### src/rtl/pswa_pkg.sv
`timescale 1ns / 1ps
package pswa_pkg;

  // fixed field widths of the channels
  localparam int MASS_BITS   = 32;
  localparam int WEIGHT_BITS = 64;

  // datapath operations issued by the controller
  typedef enum logic [3:0] {
    CMD_IDLE,
    CMD_TAKE,
    CMD_MUL_LOAD,
    CMD_MUL_STEP,
    CMD_DIFF,
    CMD_SQRT_LOAD,
    CMD_SQRT_STEP,
    CMD_DIV_LOAD,
    CMD_DIV_STEP,
    CMD_FINISH
  } op_t;

  // which product the shared multiplier forms
  typedef enum logic [2:0] {
    MS_AA,
    MS_SS,
    MS_DD,
    MS_XY,
    MS_PQ
  } mul_sel_t;

  typedef struct packed {
    op_t      op;
    mul_sel_t sel;
  } cmd_t;

  typedef struct packed {
    logic first;
    logic unph;
    logic mul_zero;
    logic sqrt_done;
    logic div_done;
    logic out_block;
  } status_t;

endpackage

### src/rtl/pswa_if.sv
`timescale 1ns / 1ps
// stage request channel
interface pswa_stage_if;
  import pswa_pkg::*;
  logic                 valid;
  logic                 ready;
  logic                 first_of_event;
  logic                 last_of_event;
  logic [MASS_BITS-1:0] invariant_mass;
  logic [MASS_BITS-1:0] particle_mass;

  modport source (output valid, first_of_event, last_of_event, invariant_mass, particle_mass,
                  input ready);
  modport sink   (input valid, first_of_event, last_of_event, invariant_mass, particle_mass,
                  output ready);
endinterface

// weight result channel
interface pswa_result_if;
  import pswa_pkg::*;
  logic                   valid;
  logic                   ready;
  logic [WEIGHT_BITS-1:0] weight;
  logic                   unphysical;
  logic                   saturated;

  modport source (output valid, weight, unphysical, saturated, input ready);
  modport sink   (input valid, weight, unphysical, saturated, output ready);
endinterface

### src/rtl/pswa_ctrl.sv
`timescale 1ns / 1ps
module pswa_ctrl (
  input  logic              clk,
  input  logic              rst,
  input  logic              in_valid,
  input  pswa_pkg::status_t status,
  output pswa_pkg::cmd_t    cmd
);
  import pswa_pkg::*;

  typedef enum logic [3:0] {
    S_IDLE,
    S_DECIDE,
    S_MUL_LD,
    S_MUL_RUN,
    S_DIFF,
    S_CHECK,
    S_SQRT_LD,
    S_SQRT_RUN,
    S_DIV_LD,
    S_DIV_RUN,
    S_FINISH
  } state_t;

  state_t   state;
  mul_sel_t sel;

  // sequence of one stage
  always_ff @(posedge clk) begin
    if (rst) begin
      state <= S_IDLE;
      sel   <= MS_AA;
    end else begin
      case (state)
        S_IDLE: begin
          if (in_valid) state <= S_DECIDE;
        end
        S_DECIDE: begin
          if (status.first || status.unph) begin
            state <= S_FINISH;
          end else begin
            sel   <= MS_AA;
            state <= S_MUL_LD;
          end
        end
        S_MUL_LD: state <= S_MUL_RUN;
        S_MUL_RUN: begin
          if (status.mul_zero) begin
            case (sel)
              MS_AA: begin
                sel   <= MS_SS;
                state <= S_MUL_LD;
              end
              MS_SS: begin
                sel   <= MS_DD;
                state <= S_MUL_LD;
              end
              MS_DD: state <= S_DIFF;
              MS_XY: state <= S_SQRT_LD;
              default: state <= S_FINISH;
            endcase
          end
        end
        S_DIFF: state <= S_CHECK;
        S_CHECK: begin
          if (status.unph) begin
            state <= S_FINISH;
          end else begin
            sel   <= MS_XY;
            state <= S_MUL_LD;
          end
        end
        S_SQRT_LD: state <= S_SQRT_RUN;
        S_SQRT_RUN: begin
          if (status.sqrt_done) state <= S_DIV_LD;
        end
        S_DIV_LD: state <= S_DIV_RUN;
        S_DIV_RUN: begin
          if (status.div_done) begin
            sel   <= MS_PQ;
            state <= S_MUL_LD;
          end
        end
        S_FINISH: begin
          if (!status.out_block) state <= S_IDLE;
        end
        default: state <= S_IDLE;
      endcase
    end
  end

  // command decode
  always_comb begin
    cmd.sel = sel;
    case (state)
      S_IDLE:     cmd.op = CMD_TAKE;
      S_MUL_LD:   cmd.op = CMD_MUL_LOAD;
      S_MUL_RUN:  cmd.op = CMD_MUL_STEP;
      S_DIFF:     cmd.op = CMD_DIFF;
      S_SQRT_LD:  cmd.op = CMD_SQRT_LOAD;
      S_SQRT_RUN: cmd.op = CMD_SQRT_STEP;
      S_DIV_LD:   cmd.op = CMD_DIV_LOAD;
      S_DIV_RUN:  cmd.op = CMD_DIV_STEP;
      S_FINISH:   cmd.op = CMD_FINISH;
      default:    cmd.op = CMD_IDLE;
    endcase
  end

endmodule

### src/rtl/pswa_dp.sv
`timescale 1ns / 1ps
module pswa_dp #(
  parameter int MASS_WIDTH     = 32,
  parameter int MASS_FRAC_BITS = 16
) (
  input  logic                               clk,
  input  logic                               rst,
  input  pswa_pkg::cmd_t                     cmd,
  output pswa_pkg::status_t                  status,
  input  logic                               in_valid,
  input  logic                               in_first,
  input  logic                               in_last,
  input  logic [pswa_pkg::MASS_BITS-1:0]     in_a,
  input  logic [pswa_pkg::MASS_BITS-1:0]     in_c,
  output logic                               out_valid,
  input  logic                               out_ready,
  output logic [pswa_pkg::WEIGHT_BITS-1:0]   weight,
  output logic                               unphysical,
  output logic                               saturated
);
  import pswa_pkg::*;

  localparam int W   = MASS_WIDTH;
  localparam int SQW = 2 * W + 2;
  localparam int SH  = 64 - 2 * MASS_FRAC_BITS;
  localparam int RW  = 2 * SQW + SH;
  localparam int QW  = (RW + 1) / 2;
  localparam int RWE = 2 * QW;
  localparam int PW  = (RWE > 64 + QW) ? RWE : 64 + QW;
  localparam int CW  = $clog2(QW + 1);
  localparam logic [63:0] ONE_Q = 64'h0000_0001_0000_0000;

  // captured request and event state
  logic [W-1:0]   a_r, c_r, prev;
  logic           first_r, last_r;
  logic [63:0]    running;
  logic           unph, sat;

  // shift-add multiplier
  logic [PW-1:0]  mcand, mplier, acc;
  logic [PW-1:0]  ld_mcand, ld_mplier;

  // squares and differences
  logic [SQW-1:0] a2, s2, d2, xm, ym;
  logic [W:0]     sum;
  logic [W-1:0]   dif;
  logic           x_neg, x_pos, y_neg, y_pos;

  // square root and divide
  logic [RWE-1:0] num, res, bitm, sq_t;
  logic           sq_ge;
  logic [W:0]     rem, den;
  logic [W+1:0]   rem_sh, rem_sub;
  logic           div_ge;
  logic [QW-1:0]  quo;
  logic [CW-1:0]  cnt;

  // product update and event close
  logic           over;
  logic [63:0]    new_run, f_run;
  logic           f_unph, f_sat;
  logic           emit;

  assign sum = {1'b0, prev} + {1'b0, c_r};
  assign dif = (prev >= c_r) ? (prev - c_r) : (c_r - prev);

  // multiplier operand select
  always_comb begin
    case (cmd.sel)
      MS_AA: begin
        ld_mcand  = PW'(a_r);
        ld_mplier = PW'(a_r);
      end
      MS_SS: begin
        ld_mcand  = PW'(sum);
        ld_mplier = PW'(sum);
      end
      MS_DD: begin
        ld_mcand  = PW'(dif);
        ld_mplier = PW'(dif);
      end
      MS_XY: begin
        ld_mcand  = PW'(xm);
        ld_mplier = PW'(ym);
      end
      MS_PQ: begin
        ld_mcand  = PW'(running);
        ld_mplier = PW'(quo);
      end
      default: begin
        ld_mcand  = '0;
        ld_mplier = '0;
      end
    endcase
  end

  assign x_neg = s2 > a2;
  assign x_pos = a2 > s2;
  assign y_neg = d2 > a2;
  assign y_pos = a2 > d2;

  assign sq_t  = res + bitm;
  assign sq_ge = num >= sq_t;

  assign den     = {a_r, 1'b0};
  assign rem_sh  = {rem, quo[QW-1]};
  assign div_ge  = rem_sh >= {1'b0, den};
  assign rem_sub = rem_sh - {1'b0, den};

  assign over    = |acc[PW-1:96];
  assign new_run = over ? {64{1'b1}} : acc[95:32];

  assign f_run  = first_r ? ONE_Q : running;
  assign f_unph = first_r ? 1'b0 : unph;
  assign f_sat  = first_r ? 1'b0 : sat;

  // last stage closes the event once the result register is free
  assign emit = (cmd.op == CMD_FINISH) && last_r && (!out_valid || out_ready);

  assign status.first     = first_r;
  assign status.unph      = unph;
  assign status.mul_zero  = (mplier == '0);
  assign status.sqrt_done = (bitm == '0);
  assign status.div_done  = (cnt == '0);
  assign status.out_block = last_r && out_valid && !out_ready;

  always_ff @(posedge clk) begin
    if (rst) begin
      prev      <= '0;
      running   <= ONE_Q;
      unph      <= 1'b0;
      sat       <= 1'b0;
      out_valid <= 1'b0;
    end else begin
      if (out_valid && out_ready && !emit) out_valid <= 1'b0;
      case (cmd.op)
        // capture request
        CMD_TAKE: begin
          if (in_valid) begin
            a_r     <= W'(in_a);
            c_r     <= W'(in_c);
            first_r <= in_first;
            last_r  <= in_last;
          end
        end
        CMD_MUL_LOAD: begin
          mcand  <= ld_mcand;
          mplier <= ld_mplier;
          acc    <= '0;
        end
        // one multiplier bit, or write back when done
        CMD_MUL_STEP: begin
          if (mplier != '0) begin
            if (mplier[0]) acc <= acc + mcand;
            mcand  <= mcand << 1;
            mplier <= mplier >> 1;
          end else begin
            case (cmd.sel)
              MS_AA: a2 <= acc[SQW-1:0];
              MS_SS: s2 <= acc[SQW-1:0];
              MS_DD: d2 <= acc[SQW-1:0];
              MS_XY: num <= acc[RWE-1:0] << SH;
              MS_PQ: begin
                running <= new_run;
                if (over) sat <= 1'b1;
              end
              default: ;
            endcase
          end
        end
        // radicand factor magnitudes and physical check
        CMD_DIFF: begin
          xm <= x_neg ? (s2 - a2) : (a2 - s2);
          ym <= y_neg ? (d2 - a2) : (a2 - d2);
          if ((a_r == '0) || (x_neg && y_pos) || (x_pos && y_neg)) begin
            unph    <= 1'b1;
            running <= '0;
          end
        end
        CMD_SQRT_LOAD: begin
          res  <= '0;
          bitm <= {2'b01, {(RWE-2){1'b0}}};
        end
        // one root bit per cycle
        CMD_SQRT_STEP: begin
          if (bitm != '0) begin
            if (sq_ge) begin
              num <= num - sq_t;
              res <= (res >> 1) + bitm;
            end else begin
              res <= res >> 1;
            end
            bitm <= bitm >> 2;
          end
        end
        CMD_DIV_LOAD: begin
          rem <= '0;
          quo <= res[QW-1:0];
          cnt <= CW'(QW);
        end
        // restoring divide by 2a, one quotient bit per cycle
        CMD_DIV_STEP: begin
          if (cnt != '0) begin
            rem <= div_ge ? rem_sub[W:0] : rem_sh[W:0];
            quo <= {quo[QW-2:0], div_ge};
            cnt <= cnt - 1'b1;
          end
        end
        // close the stage, emit on the last one
        CMD_FINISH: begin
          if (last_r) begin
            if (emit) begin
              weight     <= f_unph ? '0 : f_run;
              unphysical <= f_unph;
              saturated  <= f_sat;
              out_valid  <= 1'b1;
              prev       <= '0;
              running    <= ONE_Q;
              unph       <= 1'b0;
              sat        <= 1'b0;
            end
          end else begin
            prev    <= a_r;
            running <= f_run;
            unph    <= f_unph;
            sat     <= f_sat;
          end
        end
        default: ;
      endcase
    end
  end

endmodule

### src/rtl/phase_space_weight_accumulator.sv
`timescale 1ns / 1ps
// one stage request is taken at a time; first-of-event or unphysical stages skip the arithmetic
// a full stage runs three squarings, the radicand product, a bit-serial square root, a
// restoring divide by 2a and the final product; the squarings and products share one
// bit-serial shift-add unit, and the root and divide have their own bit-serial logic
// the weight appears in the result register the cycle after the last stage finishes
// synchronous reset clears the event state to product 1.0 and drops any pending result
module phase_space_weight_accumulator #(
  parameter int MASS_WIDTH     = 32,
  parameter int MASS_FRAC_BITS = 16
) (
  input logic           clk,
  input logic           rst,
  pswa_stage_if.sink    stage,
  pswa_result_if.source result
);
  import pswa_pkg::*;

  cmd_t    cmd;
  status_t status;

  assign stage.ready = (cmd.op == CMD_TAKE);

  pswa_ctrl u_ctrl (
    .clk      (clk),
    .rst      (rst),
    .in_valid (stage.valid),
    .status   (status),
    .cmd      (cmd)
  );

  pswa_dp #(
    .MASS_WIDTH     (MASS_WIDTH),
    .MASS_FRAC_BITS (MASS_FRAC_BITS)
  ) u_dp (
    .clk        (clk),
    .rst        (rst),
    .cmd        (cmd),
    .status     (status),
    .in_valid   (stage.valid),
    .in_first   (stage.first_of_event),
    .in_last    (stage.last_of_event),
    .in_a       (stage.invariant_mass),
    .in_c       (stage.particle_mass),
    .out_valid  (result.valid),
    .out_ready  (result.ready),
    .weight     (result.weight),
    .unphysical (result.unphysical),
    .saturated  (result.saturated)
  );

endmodule

### src/flat_wrapper.sv
// flat-port wrapper written by rule: the top's interface ports become plain ports
module phase_space_weight_accumulator_flat import pswa_pkg::*;
#(
  parameter int MASS_WIDTH     = 32,
  parameter int MASS_FRAC_BITS = 16
)
  (clk, rst, stage_valid, stage_first_of_event, stage_last_of_event, stage_invariant_mass, stage_particle_mass, stage_ready, result_valid, result_weight, result_unphysical, result_saturated, result_ready);
  pswa_stage_if stage_i ();
  pswa_result_if result_i ();
  input logic clk;
  input logic rst;
  input wire logic [$bits(stage_i.valid)-1:0] stage_valid;
  input wire logic [$bits(stage_i.first_of_event)-1:0] stage_first_of_event;
  input wire logic [$bits(stage_i.last_of_event)-1:0] stage_last_of_event;
  input wire logic [$bits(stage_i.invariant_mass)-1:0] stage_invariant_mass;
  input wire logic [$bits(stage_i.particle_mass)-1:0] stage_particle_mass;
  output wire logic [$bits(stage_i.ready)-1:0] stage_ready;
  output wire logic [$bits(result_i.valid)-1:0] result_valid;
  output wire logic [$bits(result_i.weight)-1:0] result_weight;
  output wire logic [$bits(result_i.unphysical)-1:0] result_unphysical;
  output wire logic [$bits(result_i.saturated)-1:0] result_saturated;
  input wire logic [$bits(result_i.ready)-1:0] result_ready;
  assign stage_i.valid = stage_valid;
  assign stage_i.first_of_event = stage_first_of_event;
  assign stage_i.last_of_event = stage_last_of_event;
  assign stage_i.invariant_mass = stage_invariant_mass;
  assign stage_i.particle_mass = stage_particle_mass;
  assign stage_ready = stage_i.ready;
  assign result_valid = result_i.valid;
  assign result_weight = result_i.weight;
  assign result_unphysical = result_i.unphysical;
  assign result_saturated = result_i.saturated;
  assign result_i.ready = result_ready;
  phase_space_weight_accumulator #(.MASS_WIDTH(MASS_WIDTH), .MASS_FRAC_BITS(MASS_FRAC_BITS)) u_core (.clk(clk), .rst(rst), .stage(stage_i), .result(result_i));
endmodule
### config.mk
export PLATFORM = sky130hd
export DESIGN_NAME = phase_space_weight_accumulator_flat
export DESIGN_NICKNAME = d
export VERILOG_FILES = /design/src/rtl/pswa_pkg.sv /design/src/rtl/pswa_if.sv /design/src/rtl/pswa_ctrl.sv /design/src/rtl/pswa_dp.sv /design/src/rtl/phase_space_weight_accumulator.sv /design/src/flat_wrapper.sv
export SDC_FILE = /design/constraint.sdc
export NUM_CORES = 2
export LEC_CHECK = 0
export BUFFER_PORTS_ARGS = -buffer_cell sky130_fd_sc_hd__buf_4
export CAP_MARGIN = 10
export CORE_UTILIZATION = 55
export DETAILED_ROUTE_END_ITERATION = 8
export PLACE_DENSITY = 0.71
export SLEW_MARGIN = 20
export SYNTH_ARGS = -nofsm -noshare
export SYNTH_HDL_FRONTEND = slang
export SYNTH_SLANG_ARGS = --single-unit
### constraint.sdc
create_clock -name clk -period 24.7 [get_ports clk]
set_input_delay 2.47 -clock clk [delete_from_list [all_inputs] [get_ports clk]]
set_output_delay 2.47 -clock clk [all_outputs]
set_load 0.03 [all_outputs]
### Yosys cells after proc, flatten, opt, wreduce, memory -nomap -nowiden

Memory sizes are Yosys's and may differ from the RTL's. A register that Yosys moved wholly into a read port is not among the register bits.
Cells that the tools add are included.

* register bits: 1674
* memory bits (read-only): 64
* input bits: 70
* output and inout bits: 68
* logic and storage cells: 216
* memories kept: 1

* add/sub/neg operators: 13
* magnitude comparators: 7
* equal/unequal tests: 43
* multiplexer cells: 71
* bitwise logic cells: 2
* reductions and logical operators: 51

Memories
* (name not given): words 16, width 4, rd ports 1, clocked after Yosys merged registers in 1, wr ports 0, RTL line pswa_ctrl.sv:95 `case (state)`

Operator list (number)
* 164-bit one-hot mux with 2 select lines: 6
* 164-bit 2-to-1 mux: 11
* 64-bit 2-to-1 mux: 7
* 82-bit one-hot mux with 5 select lines: 1
* 66-bit one-hot mux with 5 select lines: 1
* 164-bit adder: 2
* 164-bit zero test: 2
* 164-bit nonzero test: 2
* 66-bit greater-than comparator: 4
* 66-bit subtractor: 4
* 64-bit one-hot mux with 3 select lines: 1
* 163-bit by 164-bit adder with 164-bit output: 1
* 164-bit >= comparator: 1
* 82-bit one-hot mux with 2 select lines: 1
* 164-bit subtractor: 1
* 66-bit 2-to-1 mux: 2
* 32-bit 2-to-1 mux: 3
* 82-bit 2-to-1 mux: 1
* 68-bit OR reduction: 1
* 33-bit 2-to-1 mux: 2
* 33-bit one-hot mux with 2 select lines: 1
* 32-bit subtractor: 2
* 4-bit one-hot mux with 11 select lines: 1
* 4-bit 2-to-1 mux: 9
* other kinds (41): 120

### Logic depth before layout (Yosys ltp)

* word-level depth: 9
* mapped depth: 33
* depth with buffers taken out: 29

### Modules after synthesis

A second synthesis with hierarchy kept.

* cells, all modules: 13393
* area, all modules: 116905.9 um2

By module, submodules not included
* pswa_dp: times used 1, cells each 13291, area an instance 115995.0 um2, sequential area each 44142.3 um2
* pswa_ctrl: times used 1, cells each 101, area an instance 895.9 um2, sequential area each 220.2 um2
* phase_space_weight_accumulator: times used 1, cells each 1, area an instance 15.0 um2, sequential area each 0.0 um2

### Worst setup path before layout

OpenSTA, ideal clock, no wires.

* kind: input-to-reg
* start: input rst
* end: register u_core.u_dp.bitm[0] (enable)
* setup time: 1.154 ns
* arrival time: 19.458 ns
* required time: 23.546 ns
* slack: 4.088 ns
* stages on the path: 3
* buffers on the path: 2
* cells stage by stage: clkbuf_1 -> clkbuf_1 -> nor3_1

* word-level cells in the longest chain between the ends: 2

RTL lines
* from (decl): RTL line flat_wrapper.sv:11 `input logic rst;`
* 1-bit NOT (no line)
* 3-bit AND reduction (no line)
* to (signal assigned): RTL line pswa_dp.sv:182 `bitm <= {2'b01, {(RWE-2){1'b0}}};`
* to (signal assigned): RTL line pswa_dp.sv:193 `bitm <= bitm >> 2;`
* to (decl): RTL line pswa_dp.sv:50 `logic [RWE-1:0] num, res, bitm, sq_t;`

No other way between the ends.
A chain may end at the register's enable or synchronous reset.

### Final worst setup path

* start: register u_core.u_dp.res[54]
* end: register u_core.u_dp.num[155] (enable)

* word-level cells in the longest chain between the ends: 4

RTL lines
* from (decl): RTL line pswa_dp.sv:50
* from (signal assigned): RTL line pswa_dp.sv:189 `res <= (res >> 1) + bitm;`
* from (signal assigned): RTL line pswa_dp.sv:191 `res <= res >> 1;`
* 164-bit adder: RTL line pswa_dp.sv:102 `assign sq_t = res + bitm;`
* 164-bit >= comparator: RTL line pswa_dp.sv:103 `assign sq_ge = num >= sq_t;`
* 2-bit != test (no line)
* 6-bit AND reduction (no line)
* to (signal assigned): RTL line pswa_dp.sv:162 `MS_XY: num <= acc[RWE-1:0] << SH;`
* to (signal assigned): RTL line pswa_dp.sv:188 `num <= num - sq_t;`
* to (decl): RTL line pswa_dp.sv:50

No other way between the ends.

==> summary.md <==
| Metric | Value |
|---|---|
| Outcome | `complete, no violations` |
| Clock power frac | `0.370` |
| Slew Limit Fails | `0` |
| DR iter-0 viols | `between 15000 and 20000` |
| Syn avg cell area | `between 8 and 9 sq um` |
| Comb pwr share | `0.200` |
| Fill count | `about 19000` |
| Hold Buf Count CTS | `0` |
| Main flop type after synthesis | `edfxtp_1` |
| GRT Total Usage | `0.4267` |
| Pwr dens | `58.99 mW/mm^2` |
| Initial antenna violation count | `22` |
| Setup Skew | `around 44 ps` |
| P_int | `between 0.005 and 0.006 W` |
| Die area | `between 0.2 and 0.25 sq mm` |
| # clock sinks | `1514` |
| WHS Endpoint | `u_core.u_dp.running[33]$_SDFFE_PP0P_` |
| FF-to-FF setup slack | `~15000 ps` |
| Post-Synth Simple-Gate Area | `0.1869` |
| Signal arrival time at the worst endpoint | `about 10000 ps` |
| Min-delay worst type | `reg2reg` |
| First-pass DRT Iterations | `9` |
| Required time worst endpoint | `25150 ps` |
| # DRC | `0` |
| Setup crit start kind | `register` |
| Critical Path Max Stage Delay | `around 640 ps` |
| Fraction of the mapped netlist area in adder cells | `0.09556` |
| Crit path kind | `reg2reg` |
| R2R depth | `24` |
| MaxCap Viol Count | `0` |
| VDD IR max | `0.05822 mV` |
| Worst path slowest cell | `nor4_1` |
| Asr flop ratio synth | `0` |
| Port Buffers | `about 140` |
| Drt via density | `between 6 and 7` |
| Routed Antenna Nets | `0` |
| Hold Crit Start | `u_core.u_dp.running[33]$_SDFFE_PP0P_` |
| YS warnings | `0` |
| Actual slew at the worst max-slew pin | `~1300 ps` |
| Relative slew slack | `0.09999` |
| Final worst path period share | `0.4049` |
| Leading area contributor after synthesis | `edfxtp_1` |
| Final-stage net count | `about 14000` |
| Min Tclk post-route | `10000 ps` |
| Total number of vias | `roughly 110k` |
| FP Rows | `170` |
| RSZ-0062 raised after global routing | `no` |
| Peak Freq | `approximately 100 MHz` |
| Clock buffer depth | `3` |
| Vias in the first global route | `~110k` |
| Storage cell area | `roughly 0.044 sq mm` |
| Core Box Area | `approximately 0.21 sq mm` |
| Final WL | `around 480 mm` |
| Part of the power in registers | `0.430` |
| Die Ht | `466.4 um` |
| Switching Share | `0.3267` |
| Final worst-path setup slack | `14700 ps` |
| Final setup TNS | `0 ps` |
| PostCTS Resize Cnt | `0` |
| Hold depth | `2` |
| Root buffer cell | `clkbuf_16` |
| Initial core utilization | `0.5533` |
| Placed cell count | `16151` |
| Pre-CTS setup slack | `between 15000 and 20000 ps` |
| Post-synth EDFFs | `approximately 1400` |
| Final Instance Count excl. Fillers | `between 15000 and 20000` |
| CTS buffer count | `172` |
| Multiplexer share of the synthesized area | `0.007151` |
| Synth Area in Compound Gates | `0.2344` |
| Share of cells above drive strength 1 | `0.05287` |
| Multi-input logic area | `0.06935 sq mm` |
| Grt ovf | `0` |
| Seq/Total Area, Yosys | `0.3740` |
| CTS tree | `done` |
| Lkg Pwr | `between 40 and 50 nW` |
| CTS H-Tree Depth | `4` |
| Setup bufs post-CTS | `0` |
| Global-route wire length before repair | `695.6 mm` |
| Wire per inst | `between 20 and 30 um` |
| Sw Pwr | `about 0.0025 W` |
| Reg-to-reg critical path endpoint | `u_core.u_dp.num[155]$_DFFE_PP_` |
| Synth Instances | `13856` |
| CP bufs+invs | `1` |
| Clock-pin slew on the worst setup and hold paths | `60 ps` |
| Worst skew pair latency | `between 800 and 900 ps` |
| Largest delay share family, worst path | `simple AND/OR/NAND/NOR gates` |
| Reg2reg start | `u_core.u_dp.res[54]$_SDFFCE_PN0P_` |
| Synthesized Nets | `between 10000 and 15000` |
| Top cell type's share of synthesized area | `0.3554` |
| Critical-path cell list | `ha_1, nand4_1, nor4_1, nand3_1, a2111oi_0, a211oi_1, or3_1, o21ba_2, o21ai_1, a211oi_1, o21bai_1, a31o_2, xnor2_1, ha_1, nand4_1, nor2_1, nand4_1, or3_1, nor4_1, a211oi_1, nand3_4, a32oi_1, a211oi_4, buf_12` |
| Critical Path End Type | `register` |
| Width of the die | `roughly 470 um` |
| Hpwl dp | `376.7 mm` |
| Gpl congestion | `about 1.1` |
| Final setup fails | `0` |
| Fin. Hold Viols | `0` |
| Area Growth Syn to Fin | `7.274%` |
| Top area cells in the synthesized netlist | `edfxtp_1 (36%), ha_1 (9.4%), a21oi_1 (6.0%)` |
| Largest family of logic cells by synthesized area | `compound AO/OA/AOI/OAI gates` |
| Mapped cell area | `0.1186 sq mm` |
| Synth Area in XOR/XNOR | `0.05847` |
| Boundary Pins | `138` |
| Maximum fanout along the worst path | `between 150 and 200` |
| Pin count of the biggest net entering global routing | `168` |
| Yosys cell types | `110` |
| Register bit count reported by yosys | `about 1500` |
## per-layer routing
layer  share of wire  vias up  GRT usage
met2            0.43     7177     0.6519
met5         0.00037        -          0
li1                -    50347          -
met4           0.090       26     0.3188
met3            0.10     1680    0.09629
met1            0.37    54588     0.5272
## worst max-delay path by stage
stage	slack, ps	startpoint	to	cells after the start
after floorplan	4090	rst	u_core.u_dp.bitm[0]$_SDFFCE_PN0P_	3
after global routing	14320	u_core.u_dp.res[54]$_SDFFCE_PN0P_	u_core.u_dp.num[142]$_DFFE_PP_	25
after CTS	15040	u_core.u_dp.res[54]$_SDFFCE_PN0P_	u_core.u_dp.num[153]$_DFFE_PP_	24
final	14700	u_core.u_dp.res[54]$_SDFFCE_PN0P_	u_core.u_dp.num[155]$_DFFE_PP_	24
after global placement	15390	u_core.u_dp.res[54]$_SDFFCE_PN0P_	u_core.u_dp.num[153]$_DFFE_PP_	24
after detailed placement	15110	u_core.u_dp.res[54]$_SDFFCE_PN0P_	u_core.u_dp.num[153]$_DFFE_PP_	24
## cells by family (layout without fill, tap and decap cells)
group           count (synthesis)  after routing
compound gates               4487           4487
xor+xnor                      792            792
fa+ha+maj                     900            900
buf+inv                      1346           1127
flops                        1514           1514
mux                            83             83
other cells                     0             14
simple gates                 4734           4734
## through the flow
| stage | utilization | hold slack, ps | instance area [sq um] | total power [W] |
|---|---|---|---|---|
| global placement | 0.5652 | 440.7 | 121200 | 0.004677 |
| floorplan | - | 430.2 | 118600 | 0.004186 |
| global route | 0.5935 | 486.5 | 127200 | 0.007709 |
| detailed placement | 0.5653 | 453.7 | 121200 | 0.004707 |
| CTS | 0.5933 | 463.2 | 127200 | 0.007451 |
| finish | 0.5935 | 467.2 | 127300 | 0.007507 |
## synthesized netlist by cell type, drive strengths merged, types with 23 or more instances
library cell and count:
o21a 113, a31o 60, a211oi 95, buf 105, and2 228, o21bai 291
and3 158, xor2 341, mux2i 69, nand2b 106, or4 33, a21o 341
a221o 32, o211ai 70, a221oi 49, edfxtp 1404, nand4 436, nor4 135
or2 38, xnor2 451, and4 45, a211o 23, nand3 207, nor2 1209
dfxtp 110, nor3 244, or3 91, a21boi 59, ha 890, clkbuf 667
nand2 1650, a21oi 1418, o21ai 1152, a22oi 161, a31oi 246, o31ai 73
a22o 41, o221ai 31, nor2b 107, inv 572
## final cells by class
cell class                      instances  share of cell area
Tap cell                             2838             0.02790
Timing Repair Buffer                  230             0.01406
Clock inverter                        116             0.01125
Clock buffer                          207             0.03598
Sequential cell                      1514              0.3486
Antenna cell                           14           0.0002753
Multi-Input combinational cell      10996              0.5449
Inverter                              574             0.01699
## worst reg2reg max path, delay by kind of cell, from the launching register on
| family | cells | cell delay (ps) |
|---|---|---|
| AOI/OAI and AO/OA | 10 | 3120 |
| xor gates and xnor gates | 1 | 90 |
| adders and majority gates | 2 | 1000 |
| buffers and inverters | 1 | 600 |
| DFF | 1 | 560 |
| and+or+nand+nor | 10 | 3840 |
## power groups by stage
stage / sequential [W] / clock (W) / combinational [W]
after floorplan: 0.00315 / 0 / 0.00103
after global placement: 0.00326 / 0 / 0.00142
after detailed placement: 0.00326 / 0 / 0.00145
after CTS: 0.00321 / 0.00278 / 0.00146
after global routing: 0.00322 / 0.00287 / 0.00161
final: 0.00323 / 0.00278 / 0.00150
## registers in the layout, summed over array words and instances, names as in the netlist, 33 cells and up
name and cells:
u_core.u_dp.num 164, u_core.u_dp.running 64, u_core.u_dp.xm 66, u_core.u_dp.a2 66, u_core.u_dp.s2 66, u_core.u_dp.res 164
u_core.u_dp.acc 164, u_core.u_dp.mplier 82, u_core.u_dp.bitm 82, u_core.u_dp.mcand 164, u_core.u_dp.d2 66, u_core.u_dp.rem 33
u_core.u_dp.weight 64, u_core.u_dp.quo 82, u_core.u_dp.ym 66
## layout by cell type, fill, tap and decap left out, types with 246 or more instances in the layout
cell type	n
nand2_1	1647
o21bai_1	290
nand4_1	435
ha_1	890
xor2_1	341
a21oi_1	1411
edfxtp_1	1404
o21ai_0	1132
nor2_1	1202
xnor2_1	451
a21o_1	340
a31oi_1	246
inv_1	572
Power figures use the tool's default switching activity.
